$ cat src/hw/rtl/slfc_pkg.sv
// ----------------------------------------------------------------------------
// slfc_pkg
// Types, constants and the opcode table of the sync length frame catcher.
// ----------------------------------------------------------------------------
package slfc_pkg;

  localparam int BufDepth  = 512;
  localparam int BufAddrW  = $clog2(BufDepth);
  localparam int ByteW     = 8;
  localparam int IndexW    = 9;
  localparam int FuncW     = 2;
  localparam int LenExtra  = 7;
  localparam int FrameMax  = (1 << ByteW) - 1 + LenExtra;
  localparam int FrameW    = $clog2(FrameMax + 1);
  localparam int InDataW   = 24;
  localparam int OutDataW  = 24;

  localparam logic [ByteW-1:0] SyncByte = 8'hFF;

  localparam logic [FuncW-1:0] FuncByte    = 2'd0;
  localparam logic [FuncW-1:0] FuncRead    = 2'd1;
  localparam logic [FuncW-1:0] FuncRelease = 2'd2;

  typedef struct packed {
    logic              frame_ready;
    logic [FrameW-1:0] frame_length;
    logic              byte_stored;
  } slfc_status_t;

  typedef struct packed {
    logic                en;
    logic [BufAddrW-1:0] addr;
    logic [ByteW-1:0]    data;
  } slfc_wr_t;

  function automatic logic opcode_ok(input logic [ByteW-1:0] op);
    return op inside {[8'h01:8'h0F], [8'h21:8'h2A], [8'h2D:8'h2F], [8'h61:8'h6D],
                      [8'h70:8'h72], [8'h91:8'h9E], 8'hC1, 8'hC3};
  endfunction

endpackage

$ cat src/hw/rtl/slfc_ram.sv
// ----------------------------------------------------------------------------
// slfc_ram
// Simple dual-port RAM, one write port, one registered read port.
// ----------------------------------------------------------------------------
module slfc_ram #(
  parameter int Depth = 512,
  parameter int Width = 8
) (
  input  logic                     clk,
  input  logic                     wr_en,
  input  logic [$clog2(Depth)-1:0] wr_addr,
  input  logic [Width-1:0]         wr_data,
  input  logic                     rd_en,
  input  logic [$clog2(Depth)-1:0] rd_addr,
  output logic [Width-1:0]         rd_data
);

  logic [Width-1:0] mem [Depth];

  always_ff @(posedge clk) begin
    if (wr_en) begin
      mem[wr_addr] <= wr_data;
    end
  end

  always_ff @(posedge clk) begin
    if (rd_en) begin
      rd_data <= mem[rd_addr];
    end
  end

endmodule

$ cat src/hw/rtl/slfc_ctrl.sv
// ----------------------------------------------------------------------------
// slfc_ctrl
// Frame hunt state: fill count, length and opcode shadows, held frame.
// ----------------------------------------------------------------------------
module slfc_ctrl import slfc_pkg::*; (
  input  logic             clk,
  input  logic             rst,
  input  logic             step,
  input  logic [FuncW-1:0] func,
  input  logic [ByteW-1:0] rx_byte,
  output slfc_status_t     stat,
  output slfc_wr_t         wr
);

  logic [FrameW-1:0] fill_count, fill_count_next;
  logic [FrameW-1:0] held_length, held_length_next;
  logic              frame_held, frame_held_next;
  logic [ByteW-1:0]  len_byte, len_byte_next;
  logic [ByteW-1:0]  op_byte, op_byte_next;

  logic [FrameW-1:0] fill_inc;
  logic [FrameW-1:0] total;
  logic [ByteW-1:0]  len_sel;
  logic [ByteW-1:0]  op_sel;
  logic              stored;

  // Length and opcode bytes bypass their shadows on the cycle they arrive.
  assign len_sel  = (fill_count == FrameW'(1)) ? rx_byte : len_byte;
  assign op_sel   = (fill_count == FrameW'(2)) ? rx_byte : op_byte;
  assign total    = FrameW'(len_sel) + FrameW'(LenExtra);
  assign fill_inc = fill_count + FrameW'(1);

  always_comb begin
    fill_count_next  = fill_count;
    held_length_next = held_length;
    frame_held_next  = frame_held;
    len_byte_next    = len_byte;
    op_byte_next     = op_byte;
    stored           = 1'b0;
    if (step) begin
      case (func)
        FuncByte: begin
          if (!frame_held && !(fill_count == '0 && rx_byte != SyncByte)) begin
            stored          = 1'b1;
            fill_count_next = fill_inc;
            if (fill_count == FrameW'(1)) len_byte_next = rx_byte;
            if (fill_count == FrameW'(2)) op_byte_next = rx_byte;
            if (fill_inc >= FrameW'(2) && fill_inc == total) begin
              if (opcode_ok(op_sel)) begin
                frame_held_next  = 1'b1;
                held_length_next = total;
              end else begin
                fill_count_next = '0;
              end
            end
          end
        end
        FuncRelease: begin
          if (frame_held) begin
            frame_held_next  = 1'b0;
            held_length_next = '0;
            fill_count_next  = '0;
          end
        end
        default: ;
      endcase
    end
  end

  always_ff @(posedge clk) begin
    if (rst) begin
      fill_count  <= '0;
      held_length <= '0;
      frame_held  <= 1'b0;
    end else begin
      fill_count  <= fill_count_next;
      held_length <= held_length_next;
      frame_held  <= frame_held_next;
    end
  end

  always_ff @(posedge clk) begin
    len_byte <= len_byte_next;
    op_byte  <= op_byte_next;
  end

  assign stat.frame_ready  = frame_held_next;
  assign stat.frame_length = held_length_next;
  assign stat.byte_stored  = stored;

  assign wr.en   = stored;
  assign wr.addr = BufAddrW'(fill_count);
  assign wr.data = rx_byte;

endmodule

$ cat src/hw/rtl/slfc_outq.sv
// ----------------------------------------------------------------------------
// slfc_outq
// Result path: read-latency stage followed by the output word register.
// ----------------------------------------------------------------------------
module slfc_outq import slfc_pkg::*; (
  input  logic                clk,
  input  logic                rst,
  input  logic                push,
  input  slfc_status_t        push_stat,
  input  logic                push_rd,
  input  logic [ByteW-1:0]    ram_q,
  output logic                can_push,
  output logic                m_tvalid,
  input  logic                m_tready,
  output logic [OutDataW-1:0] m_tdata
);

  logic         s1_valid;
  slfc_status_t s1_stat;
  logic         s1_rd;
  logic         s1_move;
  logic [ByteW-1:0] rd_byte;

  assign s1_move  = s1_valid && (!m_tvalid || m_tready);
  assign can_push = !s1_valid || s1_move;
  assign rd_byte  = s1_rd ? ram_q : '0;

  always_ff @(posedge clk) begin
    if (rst) begin
      s1_valid <= 1'b0;
      m_tvalid <= 1'b0;
    end else begin
      if (can_push) s1_valid <= push;
      if (s1_move) begin
        m_tvalid <= 1'b1;
      end else if (m_tready) begin
        m_tvalid <= 1'b0;
      end
    end
  end

  always_ff @(posedge clk) begin
    if (push && can_push) begin
      s1_stat <= push_stat;
      s1_rd   <= push_rd;
    end
    // pack: ready, length, read byte, stored flag; zero pad on top
    if (s1_move) begin
      m_tdata <= {(OutDataW - 2 - FrameW - ByteW)'(0), s1_stat.byte_stored, rd_byte,
                  s1_stat.frame_length, s1_stat.frame_ready};
    end
  end

endmodule

$ cat src/hw/rtl/sync_length_frame_catcher_unit.sv
// ----------------------------------------------------------------------------
// sync_length_frame_catcher_unit
// Sync-byte, length-prefixed frame deframer with a byte buffer in RAM.
// ----------------------------------------------------------------------------
//  port group  dir  word contents
//  s_*         in   tuser[1:0] func; tdata rx_byte[7:0], read_index[16:8]
//  m_*         out  tdata ready[0], length[9:1], read_data[17:10], stored[18]
//
//  One word in per cycle while s_tready is high, one result word out per input word.
//  Results pass the RAM read stage, then the output register.
//  Frame state updates in the accept cycle, so a read right after a write
//  sees the new byte through the RAM port ordering.
//  rst clears hunt state and the pipeline; buffer contents stay undefined.
//  A stall on m_tready fills both stages, then drops s_tready.
// ----------------------------------------------------------------------------
module sync_length_frame_catcher_unit import slfc_pkg::*; (
  input  logic                clk,
  input  logic                rst,
  input  logic                s_tvalid,
  output logic                s_tready,
  input  logic [InDataW-1:0]  s_tdata,   // rx_byte[7:0], read_index[16:8]
  input  logic [FuncW-1:0]    s_tuser,   // func[1:0]
  output logic                m_tvalid,
  input  logic                m_tready,
  output logic [OutDataW-1:0] m_tdata    // ready, length[9:1], read_data, stored
);

  logic              accept;
  logic [ByteW-1:0]  rx_byte;
  logic [IndexW-1:0] read_index;
  logic              rd_en;
  logic              rd_in_range;
  logic [ByteW-1:0]  ram_q;
  slfc_status_t      stat;
  slfc_wr_t          wr;

  assign accept      = s_tvalid && s_tready;
  assign rx_byte     = s_tdata[ByteW-1:0];
  assign read_index  = s_tdata[ByteW +: IndexW];
  assign rd_in_range = int'(read_index) < BufDepth;
  assign rd_en       = accept && (s_tuser == FuncRead) && rd_in_range;

  slfc_ctrl u_ctrl (
    .clk     (clk),
    .rst     (rst),
    .step    (accept),
    .func    (s_tuser),
    .rx_byte (rx_byte),
    .stat    (stat),
    .wr      (wr)
  );

  slfc_ram #(
    .Depth (BufDepth),
    .Width (ByteW)
  ) u_ram (
    .clk     (clk),
    .wr_en   (wr.en),
    .wr_addr (wr.addr),
    .wr_data (wr.data),
    .rd_en   (rd_en),
    .rd_addr (BufAddrW'(read_index)),
    .rd_data (ram_q)
  );

  slfc_outq u_outq (
    .clk       (clk),
    .rst       (rst),
    .push      (s_tvalid),
    .push_stat (stat),
    .push_rd   (rd_en),
    .ram_q     (ram_q),
    .can_push  (s_tready),
    .m_tvalid  (m_tvalid),
    .m_tready  (m_tready),
    .m_tdata   (m_tdata)
  );

endmodule

$ cat config.mk
export PLATFORM = sky130hd
export DESIGN_NAME = sync_length_frame_catcher_unit
export DESIGN_NICKNAME = d
export VERILOG_FILES = /design/src/hw/rtl/slfc_pkg.sv /design/src/hw/rtl/slfc_ram.sv /design/src/hw/rtl/slfc_ctrl.sv /design/src/hw/rtl/slfc_outq.sv /design/src/hw/rtl/sync_length_frame_catcher_unit.sv
export SDC_FILE = /design/constraint.sdc
export NUM_CORES = 2
export LEC_CHECK = 0
export ABC_AREA = 1
export BUFFER_PORTS_ARGS = -buffer_cell sky130_fd_sc_hd__buf_2
export CORE_MARGIN = 2
export CORE_UTILIZATION = 55
export CTS_CLUSTER_SIZE = 10
export DETAILED_ROUTE_END_ITERATION = 10
export HOLD_SLACK_MARGIN = 0.06
export PLACE_DENSITY_LB_ADDON = 0.15
export SLEW_MARGIN = 40
export SYNTH_ARGS = -nofsm -noshare
export SYNTH_HDL_FRONTEND = slang
export SYNTH_HIERARCHICAL = 1
export SYNTH_SLANG_ARGS = --single-unit
$ cat constraint.sdc
create_clock -name clk -period 6.8 [get_ports clk]
set_input_delay 0.68 -clock clk [delete_from_list [all_inputs] [get_ports clk]]
set_output_delay 0.68 -clock clk [all_outputs]
set_load 0.02 [all_outputs]
==> impl_metrics.csv <==
group,metric,value,unit
outcome,status,"finished clean",
power_and_ir_drop,clockPowerShare,40.4,%
synth,synthAdderAreaFrac,0.0366,%
timing,whs,180,ps
power_and_ir_drop,pwr-share-comb,5.8,%
timing,slew_headroom,36.8,%
synth,synth_ff_type,"edfxtp_1",
timing,rsz0062_at_grt,"false",
power_and_ir_drop,power,52.6,mW
power_and_ir_drop,switchingPower,11.4,mW
cts,cts_resized,0,
power_and_ir_drop,p_leak,63.9,nW
cts,clock_path_buffers,4,
place,place_ws,1310,ps
setup_path,path_class,"input pin to register",
timing,setup_tns,0,ps
timing,min_period,5250,ps
synth,syn_avg_cell_area,11.9,um^2
routing,antenna_left,0,
setup_path,worstPathArrival,5780,ps
global_route,grt_max_degree,208,
synth,ys_seq_area_share,73.2,%
timing,finClkSkew,54.3,ps
die,coreArea,309000,um^2
synth,ys_warn_count,6,
power_and_ir_drop,p_per_area,284,nW/um^2
setup_path,cpMaxStageDelayCell,"nor2_1",
timing,setup_viol,0,
cts,clkSlewWorstSetupHoldPaths,50,ps
cts,cts-buffers-inserted,462,
die,ios,56,
timing,clock.fmax,191,MHz
timing,hold_viol_final,0,
routing,wl_per_cell,24.9,um
synth,async_flop_share,0,%
synth,synthSimpleGateAreaFrac,23.0,%
global_route,grt_pass1_wl,672000,um
place,port-buffer-count,43,
global_route,grt_pass1_vias,107000,
synth,synth_compound_area_share,0.168,%
die,die-area,315000,um^2
synth,synth_edf_count,4151,
setup_path,crit_top_cell,"inv_1",
final_layout,area_growth,8.64,%
routing,drt_first_pass_iters,6,
routing,dr_total_vias,111000,
synth,synth-xor-area-share,0.0205,%
setup_path,cp-start-kind,"input pin",
power_and_ir_drop,p_sw_share,21.7,%
timing,fin_crit_sh,77.2,%
cts,tritoncts,"built",
timing,slew_violations,0,
die,row_count,204,
place,dp_hpwl,253000,um
synth,synth_cell_types,39,
synth,synthCells,14400,
place,place.gp.congestion,0.949,
die,start_util,55.3,%
setup_path,cp_num_buf_inv,11,
global_route,track_usage,28.5,%
timing,worst-slew-pin-transition,948,ps
global_route,antenna_found_initial,19,
setup_path,required,7340,ps
die,fp.dieH,561,um
synth,synthMuxAreaShare,0,%
final_layout,nets,14100,
final_layout,final_cell_mix,"nand2_1, edfxtp_1, nand3_1",
setup_path,cpPeakStageDelay,690,ps
synth,ys_ff_latch,4172,
power_and_ir_drop,intPower,41.2,mW
cts,cts_num_sinks,4172,
cts,h-tree-depth,5,
synth,synth_top_family_by_area,"simple AND/OR/NAND/NOR gates",
power_and_ir_drop,vdd_drop_max,0.238,mV
hold_path,hp-class,"input pin to register",
setup_path,cp_top_family,"buffers and inverters",
routing,viasPerCell,6.07,
final_layout,final_common_cell,"nand2_1",
setup_path,endpoint_kind,"register",
setup_path,crit_path_max_fanout,19,
routing,totalWireLength,456000,um
routing,initialDrtViolationCount,14200,
synth,synth.cell_area,171000,um^2
final_layout,drive_gt1_share,5.73,%
routing,drcViolationCount,0,
cts,cts-root-buf,"clkbuf_16",
timing,finalWorstSetupSlack,1550,ps
global_route,grt_overflow_total,0,
die,dieWidth,561,um
setup_path,cp_cell_sequence,"dlygate4sd3_1, buf_2, inv_1, nand3_1, nand2_1, inv_1, inv_1, nor2_1, inv_1, a21oi_1, clkinv_1, a21oi_1, inv_1, nor2_1, nand2_1, nor2_1, buf_4, clkinv_2, buf_4, nor2_1",
flow_run,max_cap_violations,0,
cts,clock_latency,940,ps
power_and_ir_drop,pwr-share-seq,53.8,%
[state kept, by name, summed over array words and instances (netlist names)]
name,cells
u_ctrl/fill_count,9
u_ram/mem,4096
u_outq/m_tvalid,1
u_outq/s1_stat,11
u_ram/rd_data,8
u_outq/m_tdata,19
u_ctrl/len_byte,8
u_outq/s1_valid,1
u_ctrl/op_byte,8
u_ctrl/frame_held,1
u_ctrl/held_length,9
u_outq/s1_rd,1
[worst reg2reg max path: stages, from the launching register on]
cell	delay, ps
dfxtp_1	350
nand3_1	160
nand2_1	120
inv_1	80
inv_1	80
nor2_1	130
inv_1	80
a21oi_1	150
clkinv_1	280
a21oi_1	210
inv_1	250
nor2_1	380
nand2_1	150
nor2_1	270
buf_4	260
clkinv_2	460
buf_4	560
nor2_1	810
[cells in the mapped netlist (7+ instances only)]
| cell type | number | share of area (%) |
|---|---|---|
| buf_4 | 139 | 0.61 |
| nor3_1 | 15 | 0.044 |
| dfxtp_1 | 21 | 0.25 |
| nand2_2 | 19 | 0.070 |
| nor2_1 | 543 | 1.2 |
| inv_2 | 9 | 0.020 |
| buf_1 | 83 | 0.18 |
| nand4_1 | 13 | 0.048 |
| edfxtp_1 | 4151 | 73 |
| a21oi_1 | 25 | 0.073 |
| nand3_1 | 4132 | 12 |
| o21ai_0 | 7 | 0.021 |
| clkbuf_1 | 186 | 0.41 |
| inv_1 | 104 | 0.23 |
| nand2_1 | 4290 | 9.4 |
| buf_6 | 76 | 0.50 |
| buf_2 | 518 | 1.5 |
[per-stage QoR]
step | cell area (um^2) | utilization [%] | instances
5_1_grt | 186000 | 60.1 | 18300
2_1_floorplan | 171000 | - | 14400
3_3_place_gp | 173000 | 55.9 | 17700
3_5_place_dp | 173000 | 56.0 | 17700
6_report | 186000 | 60.1 | 18300
4_1_cts | 185000 | 60.0 | 18300
[routing by layer]
layer  GRT usage [%]  up-vias  routed length, um
li1                -    50200                  -
met1            40.2    54300             181000
met2            45.2     5623             212000
met3            4.92      810              46300
met4            9.84       10              15700
met5               0        -                 71
[cells by family after synthesis]
kind of cell	count (synthesis)
flip-flops	4172
AND/OR/NAND/NOR	9032
XOR/XNOR	4
AO/OA/AOI/OAI	45
buffers and inverters	1125
adder cells (fa/ha/maj)	5
other	1
[layout make-up]
type	instances	area (um^2)
flip-flops and latches	4172	125000
multi-input cells	9091	40000
well taps	4120	5150
fillers	24000	123000
clock inverters	17	198
repair buffers	229	2620
diodes	7	17.5
inverters	117	494
clock buffers	521	12000
[power groups by stage]
stage	clock network [mW]	registers [mW]	logic, mW
floorplan	0	28.9	1.91
global placement	0	28.8	2.91
detailed placement	0	28.8	2.96
CTS	21.5	28.3	2.97
global route	22.5	28.3	3.27
finish	21.3	28.3	3.04
[worst paths after layout]
kind | startpoint | end | slack, ps | cells past startpoint
setup / recovery | m_tready | u_ram/mem[474][0] | 1550 | 20
hold / removal | s_tdata[0] | u_ram/mem[206][0] | 180 | 1
setup reg to reg | u_outq/m_tvalid | u_ram/mem[474][0] | 1640 | 17
hold reg to reg | u_outq/s1_stat[10] | u_outq/m_tdata[0] | 430 | 0
[timing repair]
item	4_1_cts	5_1_grt
hold buffers	2	0
hold endpoints to repair	2	0
setup buffers	0	0
Power figures use the tool's default switching activity.
